**config.mk**
```make
export PLATFORM = sky130hd
export DESIGN_NAME = md5_digest_engine
export DESIGN_NICKNAME = d
export VERILOG_FILES = /design/src/hw/rtl/md5de_pkg.sv /design/src/hw/rtl/md5de_ram.sv /design/src/hw/rtl/md5de_round.sv /design/src/hw/rtl/md5_digest_engine.sv
export SDC_FILE = /design/constraint.sdc
export NUM_CORES = 2
export LEC_CHECK = 0
export BUFFER_PORTS_ARGS = -buffer_cell sky130_fd_sc_hd__clkbuf_2
export CAP_MARGIN = 15
export CORE_MARGIN = 3
export CORE_UTILIZATION = 40
export DETAILED_ROUTE_END_ITERATION = 8
export GPL_ROUTABILITY_DRIVEN = 1
export GPL_TIMING_DRIVEN = 0
export SLEW_MARGIN = 20
export SYNTH_ARGS = -nofsm -noshare
export SYNTH_HDL_FRONTEND = slang
export SYNTH_SLANG_ARGS = --single-unit
```
**constraint.sdc**
```tcl
create_clock -name clk -period 12.45 [get_ports clk]
set_input_delay 0.6225 -clock clk [delete_from_list [all_inputs] [get_ports clk]]
set_output_delay 0.6225 -clock clk [all_outputs]
set_load 0.005 [all_outputs]
```
**src/hw/rtl/md5de_pkg.sv**
```systemverilog
package md5de_pkg;

    localparam int WORD_W      = 32;
    localparam int BLOCK_WORDS = 16;
    localparam int FILL_W      = $clog2(BLOCK_WORDS);
    localparam int ROUND_W     = 6;
    localparam int LEN_W       = 64;

    localparam logic [WORD_W-1:0] IV_A     = 32'h67452301;
    localparam logic [WORD_W-1:0] IV_B     = 32'hefcdab89;
    localparam logic [WORD_W-1:0] IV_C     = 32'h98badcfe;
    localparam logic [WORD_W-1:0] IV_D     = 32'h10325476;
    localparam logic [7:0]        PAD_BYTE = 8'h80;
    localparam logic [2:0]        WORD_BYTES = 3'd4;
    localparam logic [ROUND_W-1:0] LAST_ROUND = 6'd63;
    localparam logic [FILL_W-1:0]  LEN_SLOT   = 4'd14;
    localparam logic [FILL_W-1:0]  LAST_SLOT  = 4'd15;

    typedef logic [3:0] pc_t;

    // Microprogram addresses
    localparam pc_t PC_FETCH  = 4'd0;
    localparam pc_t PC_TAIL   = 4'd1;
    localparam pc_t PC_PAD    = 4'd2;
    localparam pc_t PC_FILL   = 4'd3;
    localparam pc_t PC_LEN_LO = 4'd4;
    localparam pc_t PC_LEN_HI = 4'd5;
    localparam pc_t PC_EMIT_A = 4'd6;
    localparam pc_t PC_EMIT_B = 4'd7;
    localparam pc_t PC_EMIT_C = 4'd8;
    localparam pc_t PC_EMIT_D = 4'd9;
    localparam pc_t PC_LOAD   = 4'd10;
    localparam pc_t PC_ROUND  = 4'd11;
    localparam pc_t PC_FOLD   = 4'd12;

    typedef enum logic [2:0] {
        OP_FETCH,
        OP_PUSH_TAIL,
        OP_PUSH,
        OP_FILL,
        OP_EMIT,
        OP_LOAD,
        OP_ROUND,
        OP_FOLD
    } op_t;

    typedef enum logic [2:0] {
        WSEL_INPUT,
        WSEL_TAIL,
        WSEL_PAD,
        WSEL_ZERO,
        WSEL_LEN_LO,
        WSEL_LEN_HI
    } wsel_t;

    typedef enum logic [1:0] {
        WORD_A,
        WORD_B,
        WORD_C,
        WORD_D
    } word_sel_t;

    typedef struct packed {
        op_t       op;
        wsel_t     wsel;
        word_sel_t word;
        pc_t       target;
    } ctrl_t;

    typedef struct packed {
        logic [WORD_W-1:0] a;
        logic [WORD_W-1:0] b;
        logic [WORD_W-1:0] c;
        logic [WORD_W-1:0] d;
    } words_t;

    // Control store: one word per step
    function automatic ctrl_t ucode_rom(input pc_t pc);
        ctrl_t cw;
        unique case (pc)
            PC_FETCH:  cw = '{OP_FETCH,     WSEL_INPUT,  WORD_A, PC_TAIL};
            PC_TAIL:   cw = '{OP_PUSH_TAIL, WSEL_TAIL,   WORD_A, PC_FILL};
            PC_PAD:    cw = '{OP_PUSH,      WSEL_PAD,    WORD_A, PC_FILL};
            PC_FILL:   cw = '{OP_FILL,      WSEL_ZERO,   WORD_A, PC_LEN_LO};
            PC_LEN_LO: cw = '{OP_PUSH,      WSEL_LEN_LO, WORD_A, PC_LEN_HI};
            PC_LEN_HI: cw = '{OP_PUSH,      WSEL_LEN_HI, WORD_A, PC_EMIT_A};
            PC_EMIT_A: cw = '{OP_EMIT,      WSEL_ZERO,   WORD_A, PC_EMIT_B};
            PC_EMIT_B: cw = '{OP_EMIT,      WSEL_ZERO,   WORD_B, PC_EMIT_C};
            PC_EMIT_C: cw = '{OP_EMIT,      WSEL_ZERO,   WORD_C, PC_EMIT_D};
            PC_EMIT_D: cw = '{OP_EMIT,      WSEL_ZERO,   WORD_D, PC_FETCH};
            PC_LOAD:   cw = '{OP_LOAD,      WSEL_ZERO,   WORD_A, PC_ROUND};
            PC_ROUND:  cw = '{OP_ROUND,     WSEL_ZERO,   WORD_A, PC_FOLD};
            PC_FOLD:   cw = '{OP_FOLD,      WSEL_ZERO,   WORD_A, PC_FETCH};
            default:   cw = '{OP_FETCH,     WSEL_INPUT,  WORD_A, PC_FETCH};
        endcase
        return cw;
    endfunction

    // Message word used by a round
    function automatic logic [FILL_W-1:0] msg_index(input logic [ROUND_W-1:0] r);
        logic [FILL_W-1:0] r4;
        logic [FILL_W-1:0] g;
        r4 = r[3:0];
        unique case (r[5:4])
            2'd0: g = r4;
            2'd1: g = r4 * 4'd5 + 4'd1;
            2'd2: g = r4 * 4'd3 + 4'd5;
            2'd3: g = r4 * 4'd7;
        endcase
        return g;
    endfunction

    function automatic logic [4:0] shift_amount(input logic [ROUND_W-1:0] r);
        logic [4:0] s;
        unique case ({r[5:4], r[1:0]})
            4'd0:  s = 5'd7;
            4'd1:  s = 5'd12;
            4'd2:  s = 5'd17;
            4'd3:  s = 5'd22;
            4'd4:  s = 5'd5;
            4'd5:  s = 5'd9;
            4'd6:  s = 5'd14;
            4'd7:  s = 5'd20;
            4'd8:  s = 5'd4;
            4'd9:  s = 5'd11;
            4'd10: s = 5'd16;
            4'd11: s = 5'd23;
            4'd12: s = 5'd6;
            4'd13: s = 5'd10;
            4'd14: s = 5'd15;
            4'd15: s = 5'd21;
        endcase
        return s;
    endfunction

    function automatic logic [WORD_W-1:0] sine_const(input logic [ROUND_W-1:0] r);
        logic [WORD_W-1:0] k;
        unique case (r)
            6'd0:  k = 32'hd76aa478;  6'd1:  k = 32'he8c7b756;
            6'd2:  k = 32'h242070db;  6'd3:  k = 32'hc1bdceee;
            6'd4:  k = 32'hf57c0faf;  6'd5:  k = 32'h4787c62a;
            6'd6:  k = 32'ha8304613;  6'd7:  k = 32'hfd469501;
            6'd8:  k = 32'h698098d8;  6'd9:  k = 32'h8b44f7af;
            6'd10: k = 32'hffff5bb1;  6'd11: k = 32'h895cd7be;
            6'd12: k = 32'h6b901122;  6'd13: k = 32'hfd987193;
            6'd14: k = 32'ha679438e;  6'd15: k = 32'h49b40821;
            6'd16: k = 32'hf61e2562;  6'd17: k = 32'hc040b340;
            6'd18: k = 32'h265e5a51;  6'd19: k = 32'he9b6c7aa;
            6'd20: k = 32'hd62f105d;  6'd21: k = 32'h02441453;
            6'd22: k = 32'hd8a1e681;  6'd23: k = 32'he7d3fbc8;
            6'd24: k = 32'h21e1cde6;  6'd25: k = 32'hc33707d6;
            6'd26: k = 32'hf4d50d87;  6'd27: k = 32'h455a14ed;
            6'd28: k = 32'ha9e3e905;  6'd29: k = 32'hfcefa3f8;
            6'd30: k = 32'h676f02d9;  6'd31: k = 32'h8d2a4c8a;
            6'd32: k = 32'hfffa3942;  6'd33: k = 32'h8771f681;
            6'd34: k = 32'h6d9d6122;  6'd35: k = 32'hfde5380c;
            6'd36: k = 32'ha4beea44;  6'd37: k = 32'h4bdecfa9;
            6'd38: k = 32'hf6bb4b60;  6'd39: k = 32'hbebfbc70;
            6'd40: k = 32'h289b7ec6;  6'd41: k = 32'heaa127fa;
            6'd42: k = 32'hd4ef3085;  6'd43: k = 32'h04881d05;
            6'd44: k = 32'hd9d4d039;  6'd45: k = 32'he6db99e5;
            6'd46: k = 32'h1fa27cf8;  6'd47: k = 32'hc4ac5665;
            6'd48: k = 32'hf4292244;  6'd49: k = 32'h432aff97;
            6'd50: k = 32'hab9423a7;  6'd51: k = 32'hfc93a039;
            6'd52: k = 32'h655b59c3;  6'd53: k = 32'h8f0ccc92;
            6'd54: k = 32'hffeff47d;  6'd55: k = 32'h85845dd1;
            6'd56: k = 32'h6fa87e4f;  6'd57: k = 32'hfe2ce6e0;
            6'd58: k = 32'ha3014314;  6'd59: k = 32'h4e0811a1;
            6'd60: k = 32'hf7537e82;  6'd61: k = 32'hbd3af235;
            6'd62: k = 32'h2ad7d2bb;  6'd63: k = 32'heb86d391;
        endcase
        return k;
    endfunction

endpackage

```
**src/hw/rtl/md5de_ram.sv**
```systemverilog
module md5de_ram #(
    parameter int WIDTH = 32,
    parameter int DEPTH = 16,
    localparam int AddrW = $clog2(DEPTH)
) (
    input  logic             clk,
    input  logic             we,
    input  logic [AddrW-1:0] waddr,
    input  logic [WIDTH-1:0] wdata,
    input  logic [AddrW-1:0] raddr,
    output logic [WIDTH-1:0] rdata
);

    logic [WIDTH-1:0] mem [DEPTH];

    // Write port and registered read port
    always_ff @(posedge clk)
    begin
        if (we)
        begin
            mem[waddr] <= wdata;
        end
        rdata <= mem[raddr];
    end

endmodule

```
**src/hw/rtl/md5de_round.sv**
```systemverilog
module md5de_round (
    input  md5de_pkg::words_t                      words_in,
    input  logic [md5de_pkg::WORD_W-1:0]           msg_word,
    input  logic [md5de_pkg::ROUND_W-1:0]          round_num,
    output md5de_pkg::words_t                      words_out
);

    logic [md5de_pkg::WORD_W-1:0]   f;
    logic [md5de_pkg::WORD_W-1:0]   sum;
    logic [2*md5de_pkg::WORD_W-1:0] dbl;
    logic [md5de_pkg::WORD_W-1:0]   t;

    // Pick the round function for this quarter
    always_comb
    begin
        unique case (round_num[5:4])
            2'd0: f = (words_in.b & words_in.c) | (~words_in.b & words_in.d);
            2'd1: f = (words_in.b & words_in.d) | (words_in.c & ~words_in.d);
            2'd2: f = words_in.b ^ words_in.c ^ words_in.d;
            2'd3: f = words_in.c ^ (words_in.b | ~words_in.d);
        endcase
    end

    // Add, rotate left, add b
    assign sum = words_in.a + f + msg_word + md5de_pkg::sine_const(round_num);
    assign dbl = {sum, sum} << md5de_pkg::shift_amount(round_num);
    assign t   = words_in.b + dbl[2*md5de_pkg::WORD_W-1:md5de_pkg::WORD_W];

    // Rotate the working words
    assign words_out = '{a: words_in.d, b: t, c: words_in.b, d: words_in.c};

endmodule

```
**src/hw/rtl/md5_digest_engine.sv**
```systemverilog
// MD5 digest engine. Message words arrive on the slave stream as 32-bit little-endian words
// (first byte in bits 7:0); tlast marks the final word and tuser gives its valid byte count
// (0 to 4, larger values count as 4; non-final words always carry four bytes). After the
// final word the engine pads, appends the 64-bit bit length and sends the digest words A, B,
// C, D on the master stream with tuser as the word index and tlast on D. A non-final word
// is written into the block buffer; every sixteenth word adds a compression (load, 64
// rounds at one round per cycle, fold), during which no input is taken. The final word
// takes padding steps (tail, pad, zero fill, length low and high), one or two compressions
// and four output steps. Rounds run on the single round unit, which reads one block word
// per cycle from the block buffer RAM, under a small microcoded sequencer.
module md5_digest_engine (
    input  logic        clk,
    input  logic        rst_n,
    input  logic        s_axis_tvalid,
    output logic        s_axis_tready,
    input  logic [31:0] s_axis_tdata,   // [31:0] data_word
    input  logic [2:0]  s_axis_tuser,   // [2:0] byte_count
    input  logic        s_axis_tlast,   // final_item
    output logic        m_axis_tvalid,
    input  logic        m_axis_tready,
    output logic [31:0] m_axis_tdata,   // [31:0] digest_word
    output logic [1:0]  m_axis_tuser,   // [1:0] word_index
    output logic        m_axis_tlast    // last_word
);

    localparam int WordW  = md5de_pkg::WORD_W;
    localparam int FillW  = md5de_pkg::FILL_W;
    localparam int RoundW = md5de_pkg::ROUND_W;
    localparam int LenW   = md5de_pkg::LEN_W;

    localparam md5de_pkg::words_t IV = '{
        a: md5de_pkg::IV_A, b: md5de_pkg::IV_B, c: md5de_pkg::IV_C, d: md5de_pkg::IV_D
    };

    md5de_pkg::pc_t     pc_reg, pc_next;
    md5de_pkg::pc_t     ret_reg, ret_next;
    md5de_pkg::words_t  chain_reg, chain_next;
    md5de_pkg::words_t  round_reg, round_next;
    logic [RoundW-1:0]  round_num_reg, round_num_next;
    logic [FillW-1:0]   fill_reg, fill_next;
    logic [LenW-1:0]    bits_reg, bits_next;
    logic [WordW-1:0]   tail_reg, tail_next;
    logic               tail_full_reg, tail_full_next;
    logic               out_valid_reg, out_valid_next;
    logic [WordW-1:0]   out_data_reg, out_data_next;
    logic [1:0]         out_index_reg, out_index_next;
    logic               out_last_reg, out_last_next;

    md5de_pkg::ctrl_t   ctrl;
    md5de_pkg::words_t  round_out;
    logic               ram_we;
    logic [FillW-1:0]   ram_raddr;
    logic [WordW-1:0]   ram_wdata;
    logic [WordW-1:0]   ram_rdata;
    logic               in_accept;
    logic               out_free;
    logic               do_push;
    md5de_pkg::pc_t     after_pc;
    logic [2:0]         count_sat;
    logic [WordW-1:0]   keep_mask;
    logic [WordW-1:0]   pad_word;

    assign ctrl      = md5de_pkg::ucode_rom(pc_reg);
    assign in_accept = s_axis_tvalid && s_axis_tready;
    assign out_free  = !out_valid_reg || m_axis_tready;

    // Block buffer
    md5de_ram #(
        .WIDTH (WordW),
        .DEPTH (md5de_pkg::BLOCK_WORDS)
    ) u_block_ram (
        .clk   (clk),
        .we    (ram_we),
        .waddr (fill_reg),
        .wdata (ram_wdata),
        .raddr (ram_raddr),
        .rdata (ram_rdata)
    );

    // One compression round
    md5de_round u_round (
        .words_in  (round_reg),
        .msg_word  (ram_rdata),
        .round_num (round_num_reg),
        .words_out (round_out)
    );

    // Shape the final word: keep valid bytes, place the pad byte above them
    always_comb
    begin
        count_sat = (s_axis_tuser > md5de_pkg::WORD_BYTES) ? md5de_pkg::WORD_BYTES
                                                           : s_axis_tuser;
        unique case (count_sat)
            3'd0:    keep_mask = 32'h00000000;
            3'd1:    keep_mask = 32'h000000ff;
            3'd2:    keep_mask = 32'h0000ffff;
            3'd3:    keep_mask = 32'h00ffffff;
            default: keep_mask = 32'hffffffff;
        endcase
        pad_word = WordW'(md5de_pkg::PAD_BYTE) << {count_sat[1:0], 3'b000};
    end

    // Select the word written into the block buffer
    always_comb
    begin
        unique case (ctrl.wsel)
            md5de_pkg::WSEL_INPUT:  ram_wdata = s_axis_tdata;
            md5de_pkg::WSEL_TAIL:   ram_wdata = tail_reg;
            md5de_pkg::WSEL_PAD:    ram_wdata = WordW'(md5de_pkg::PAD_BYTE);
            md5de_pkg::WSEL_ZERO:   ram_wdata = '0;
            md5de_pkg::WSEL_LEN_LO: ram_wdata = bits_reg[WordW-1:0];
            md5de_pkg::WSEL_LEN_HI: ram_wdata = bits_reg[LenW-1:WordW];
            default:                ram_wdata = '0;
        endcase
    end

    // Sequencer: execute the current control word
    always_comb
    begin
        pc_next        = pc_reg;
        ret_next       = ret_reg;
        chain_next     = chain_reg;
        round_next     = round_reg;
        round_num_next = round_num_reg;
        fill_next      = fill_reg;
        bits_next      = bits_reg;
        tail_next      = tail_reg;
        tail_full_next = tail_full_reg;
        out_valid_next = out_valid_reg && !m_axis_tready;
        out_data_next  = out_data_reg;
        out_index_next = out_index_reg;
        out_last_next  = out_last_reg;
        ram_we         = 1'b0;
        ram_raddr      = '0;
        s_axis_tready  = 1'b0;
        do_push        = 1'b0;
        after_pc       = pc_reg;

        unique case (ctrl.op)
            md5de_pkg::OP_FETCH:
            begin
                s_axis_tready = 1'b1;
                if (in_accept)
                begin
                    if (s_axis_tlast)
                    begin
                        bits_next      = bits_reg + LenW'({count_sat, 3'b000});
                        tail_full_next = (count_sat == md5de_pkg::WORD_BYTES);
                        tail_next      = (count_sat == md5de_pkg::WORD_BYTES)
                                       ? s_axis_tdata
                                       : ((s_axis_tdata & keep_mask) | pad_word);
                        pc_next        = ctrl.target;
                    end
                    else
                    begin
                        bits_next = bits_reg + LenW'(WordW);
                        do_push   = 1'b1;
                        after_pc  = pc_reg;
                    end
                end
            end
            md5de_pkg::OP_PUSH_TAIL:
            begin
                do_push  = 1'b1;
                after_pc = tail_full_reg ? md5de_pkg::PC_PAD : ctrl.target;
            end
            md5de_pkg::OP_PUSH:
            begin
                do_push  = 1'b1;
                after_pc = ctrl.target;
            end
            md5de_pkg::OP_FILL:
            begin
                if (fill_reg == md5de_pkg::LEN_SLOT)
                begin
                    pc_next = ctrl.target;
                end
                else
                begin
                    do_push  = 1'b1;
                    after_pc = pc_reg;
                end
            end
            md5de_pkg::OP_EMIT:
            begin
                if (out_free)
                begin
                    out_valid_next = 1'b1;
                    out_index_next = ctrl.word;
                    out_last_next  = (ctrl.word == md5de_pkg::WORD_D);
                    unique case (ctrl.word)
                        md5de_pkg::WORD_A: out_data_next = chain_reg.a;
                        md5de_pkg::WORD_B: out_data_next = chain_reg.b;
                        md5de_pkg::WORD_C: out_data_next = chain_reg.c;
                        md5de_pkg::WORD_D: out_data_next = chain_reg.d;
                        default:           out_data_next = chain_reg.a;
                    endcase
                    // Last digest word: start over for the next message
                    if (ctrl.word == md5de_pkg::WORD_D)
                    begin
                        chain_next = IV;
                        bits_next  = '0;
                    end
                    pc_next = ctrl.target;
                end
            end
            md5de_pkg::OP_LOAD:
            begin
                round_next = chain_reg;
                ram_raddr  = md5de_pkg::msg_index('0);
                pc_next    = ctrl.target;
            end
            md5de_pkg::OP_ROUND:
            begin
                round_next     = round_out;
                round_num_next = round_num_reg + RoundW'(1);
                ram_raddr      = md5de_pkg::msg_index(round_num_reg + RoundW'(1));
                if (round_num_reg == md5de_pkg::LAST_ROUND)
                begin
                    pc_next = ctrl.target;
                end
            end
            md5de_pkg::OP_FOLD:
            begin
                chain_next.a = chain_reg.a + round_reg.a;
                chain_next.b = chain_reg.b + round_reg.b;
                chain_next.c = chain_reg.c + round_reg.c;
                chain_next.d = chain_reg.d + round_reg.d;
                fill_next    = '0;
                pc_next      = ret_reg;
            end
            default:
            begin
                pc_next = md5de_pkg::PC_FETCH;
            end
        endcase

        // Write one block word; a full block calls the compression
        if (do_push)
        begin
            ram_we    = 1'b1;
            fill_next = fill_reg + FillW'(1);
            if (fill_reg == md5de_pkg::LAST_SLOT)
            begin
                ret_next = after_pc;
                pc_next  = md5de_pkg::PC_LOAD;
            end
            else
            begin
                pc_next = after_pc;
            end
        end
    end

    // Control and chaining state
    always_ff @(posedge clk or negedge rst_n)
    begin
        if (!rst_n)
        begin
            pc_reg        <= md5de_pkg::PC_FETCH;
            ret_reg       <= md5de_pkg::PC_FETCH;
            chain_reg     <= IV;
            round_reg     <= '0;
            round_num_reg <= '0;
            fill_reg      <= '0;
            bits_reg      <= '0;
            tail_full_reg <= 1'b0;
            out_valid_reg <= 1'b0;
        end
        else
        begin
            pc_reg        <= pc_next;
            ret_reg       <= ret_next;
            chain_reg     <= chain_next;
            round_reg     <= round_next;
            round_num_reg <= round_num_next;
            fill_reg      <= fill_next;
            bits_reg      <= bits_next;
            tail_full_reg <= tail_full_next;
            out_valid_reg <= out_valid_next;
        end
    end

    // Payload registers
    always_ff @(posedge clk)
    begin
        tail_reg      <= tail_next;
        out_data_reg  <= out_data_next;
        out_index_reg <= out_index_next;
        out_last_reg  <= out_last_next;
    end

    assign m_axis_tvalid = out_valid_reg;
    assign m_axis_tdata  = out_data_reg;
    assign m_axis_tuser  = out_index_reg;
    assign m_axis_tlast  = out_last_reg;

`ifndef NO_ASSERTIONS
    // The round counter moves only inside the round loop
    assert property (@(posedge clk) disable iff (!rst_n)
        (round_num_reg != '0) |-> (ctrl.op == md5de_pkg::OP_ROUND))
        else $error("round counter active outside the round loop");

    // No input is taken while a compression is in flight
    assert property (@(posedge clk) disable iff (!rst_n)
        s_axis_tready |-> (round_num_reg == '0) && (ctrl.op == md5de_pkg::OP_FETCH))
        else $error("input ready during compression");

    // Folding empties the block buffer
    assert property (@(posedge clk) disable iff (!rst_n)
        (ctrl.op == md5de_pkg::OP_FOLD) |=> (fill_reg == '0))
        else $error("fill position not cleared after fold");

    // The last digest word is word D
    assert property (@(posedge clk) disable iff (!rst_n)
        m_axis_tvalid |-> (m_axis_tlast == (m_axis_tuser == md5de_pkg::WORD_D)))
        else $error("tlast does not match word D");

    // The final round hands over to the fold step
    assert property (@(posedge clk) disable iff (!rst_n)
        (ctrl.op == md5de_pkg::OP_ROUND) && (round_num_reg == md5de_pkg::LAST_ROUND)
        |=> (pc_reg == md5de_pkg::PC_FOLD))
        else $error("round loop did not end in fold");
`endif

endmodule

```
==> metrics.cfg <==
[sta]
whs_ns = 0.177
max_freq_ghz = 0.0814
final-setup-viol-count = 0
worstMarginPinSlew_ns = 1.29
period_share_pct = 98.7
slew_headroom_pct = 14.3
skew_ns = 0.0692
rsz0062_at_grt = no
slew_violations = 0
hold_viol = 0
period_needed_ns = 12.29

[clocking]
path_clk_slew_ns = 0.06
cts_sinks = 948
worstSkewPairLatency_ns = 0.76
cts_max_path_buffers = 3
numCtsBuffers = 101
cts_max_level = 3
cts_root_buf = clkbuf_16
cts_tree = done

[synth]
synth_cells = 5965
ys_seq_area_share_pct = 46.3
ys_async_sr_fraction_pct = 35.5
synth-seq-cells = 948
synth-edff-count = 579
synth_top_area_share_pct = 30.3
synth_ff_type = edfxtp_1
yosys_warnings = 0
netlist_area_um2 = 57300
avgSynthCellArea_um2 = 9.61
ys_types = 99
synth_area_leaders = edfxtp_1, dfrtp_1, ha_1, a21oi_1, nand2_1
syn_nets = 6301
yosys.area.top_type = edfxtp_1

[routing]
drt-total-wl_um = 235000
drcViolationCount = 0
wl_per_cell_um = 28.8
drtIter0Drc = 6681
antenna_left = 0
viasPerCell = 6.25
vias = 50900
firstDrtPassIters = 9

[placed_design]
post-dp-hpwl_um = 176000
io_buffers = 75
dpl-instance-area_um2 = 60600
gp_congestion = 1.05
dpl.cell_count = 7955

[layout]
largest_register_ffs = 512
drive_gt1_share_pct = 7.31
fill_cells = 13700
nNetsFinal = 6505
instances_no_fill = 8148
design_area_um2 = 64100
syn2layout_area_growth_pct = 11.8

[floorplan]
die_x_um = 384
die_height_um = 384
initial_core_util_pct = 40.4
die_area_um2 = 148000
core_area_um2 = 142000
fp-row-count = 138
io_pins = 77

[worst_setup_path]
cp_common_cell = a21oi_1
end_kind = register
critPathSlowestCell = o31ai_1
crit_type = register to register
crit_required_ns = 13.07
cp.arrival_ns = 12.91
crit_buf_inv = 8
cp_top_family = compound AO/OA/AOI/OAI gates
critPathMaxFanout = 10
critical_path.max_stage_delay_ns = 0.71
start_kind = register

[global_routing]
grt_max_degree = 86
grt_antenna_before_repair = 10
grt_pass1_wl_um = 336000
overflow = 0
grt_use_total_pct = 31.0
first_global_vias = 48200

[status]
outcome = finished, final reports clean

[worst_hold_path]
hp-class = input port to register

[job]
cap_violations = 0

## kinds of logic after synthesis
family	count (synthesis)	synth area share, %
AO/OA/AOI/OAI	1888	21.1
XOR/XNOR	277	4.23
adder cells (fa/ha/maj)	297	7.37
buffers and inverters	633	4.21
flip-flops	948	46.3
multiplexers	102	2.09
AND/OR/NAND/NOR	1820	14.7
## path summary, 6_finish.rpt
check                                       from             to  slack, ns  cells past startpoint
worst min-delay path             s_axis_tdata[1]    tail_reg[1]       0.18                      2
worst max-delay path            round_num_reg[4]  round_reg[92]       0.16                     38
max in group asynchronous                  rst_n   bits_reg[60]      10.39                      5
worst min register to register        ret_reg[0]     ret_reg[0]       0.48                      2
min in group asynchronous                  rst_n  chain_reg[76]       0.34                      2
worst max register to register  round_num_reg[4]  round_reg[92]       0.16                     38
## per-stage QoR
step | setup TNS (ns) | worst slack (ns) | utilization (%)
3_3_place_gp | -4.13 | -0.604 | 42.3
4_1_cts | 0 | 0.308 | 45.1
6_report | 0 | 0.163 | 45.1
5_1_grt | 0 | 0.0304 | 45.1
3_5_place_dp | -1.43 | -0.387 | 42.7
2_1_floorplan | 0 | 3.30 | -
## layer usage
layer | part of all wire [%] | track usage, % | up-vias
li1 | - | - | 22400
met1 | 39 | 40.2 | 25000
met2 | 44 | 47.6 | 2865
met3 | 10 | 7.84 | 653
met4 | 6.2 | 16.2 | 4
met5 | 0.017 | 0 | -
## layout make-up
cell class,count,area [um^2],area share [%]
clock buffer,137,2800,4.36
timing repair buffer,101,937,1.46
tap,1890,2360,3.69
sequential,948,26500,41.4
clock inverter,51,543,0.848
buffer,405,1570,2.45
inverter,227,856,1.34
timing repair inverter,1,5.00,0.00781
antenna,4,10.0,0.0156
multi-input combinational,4384,28400,44.4
## cells in the mapped netlist, drive strengths merged (25+ instances only)
| master | number |
|---|---|
| dfstp | 64 |
| mux2i | 68 |
| or3 | 28 |
| a221o | 32 |
| inv | 224 |
| a31oi | 143 |
| and3 | 44 |
| o22ai | 157 |
| nor2 | 397 |
| a311oi | 74 |
| o211ai | 25 |
| and2 | 178 |
| edfxtp | 579 |
| dfrtp | 273 |
| a221oi | 40 |
| a211oi | 242 |
| xnor2 | 119 |
| ha | 228 |
| xor2 | 158 |
| buf | 84 |
| clkbuf | 322 |
| nor3 | 183 |
| nand2b | 47 |
| a22oi | 36 |
| a21oi | 534 |
| nand3 | 120 |
| o21a | 26 |
| o21ai | 334 |
| a21o | 91 |
| nand2 | 699 |
| fa | 68 |
| nor2b | 47 |
| nand4 | 26 |
| dfxtp | 32 |
## placed cells by master (no fill, tap or decap), types with 83 or more instances in the layout
cell	n
ha_1	228
o22ai_1	157
nor3_1	180
a211oi_1	239
nor2_1	394
clkbuf_1	338
a21oi_1	530
inv_1	219
nand2_1	697
a31oi_1	143
and2_1	148
dfrtp_1	273
xnor2_1	118
o21ai_0	323
clkbuf_16	103
xor2_1	158
edfxtp_1	579
nand3_1	120
a21o_1	91
clkbuf_2	83
## timing repair
action,4_1_cts,5_1_grt
cloned,1,0
setup buffers,0,0
endpoints found under the setup margin,10,6
resized for setup,3,10
hold endpoints to repair,19,0
hold buffers,1,0
Power is not shown: default switching activity piles up to over one toggle a cycle in this logic, so the estimate is an artifact.
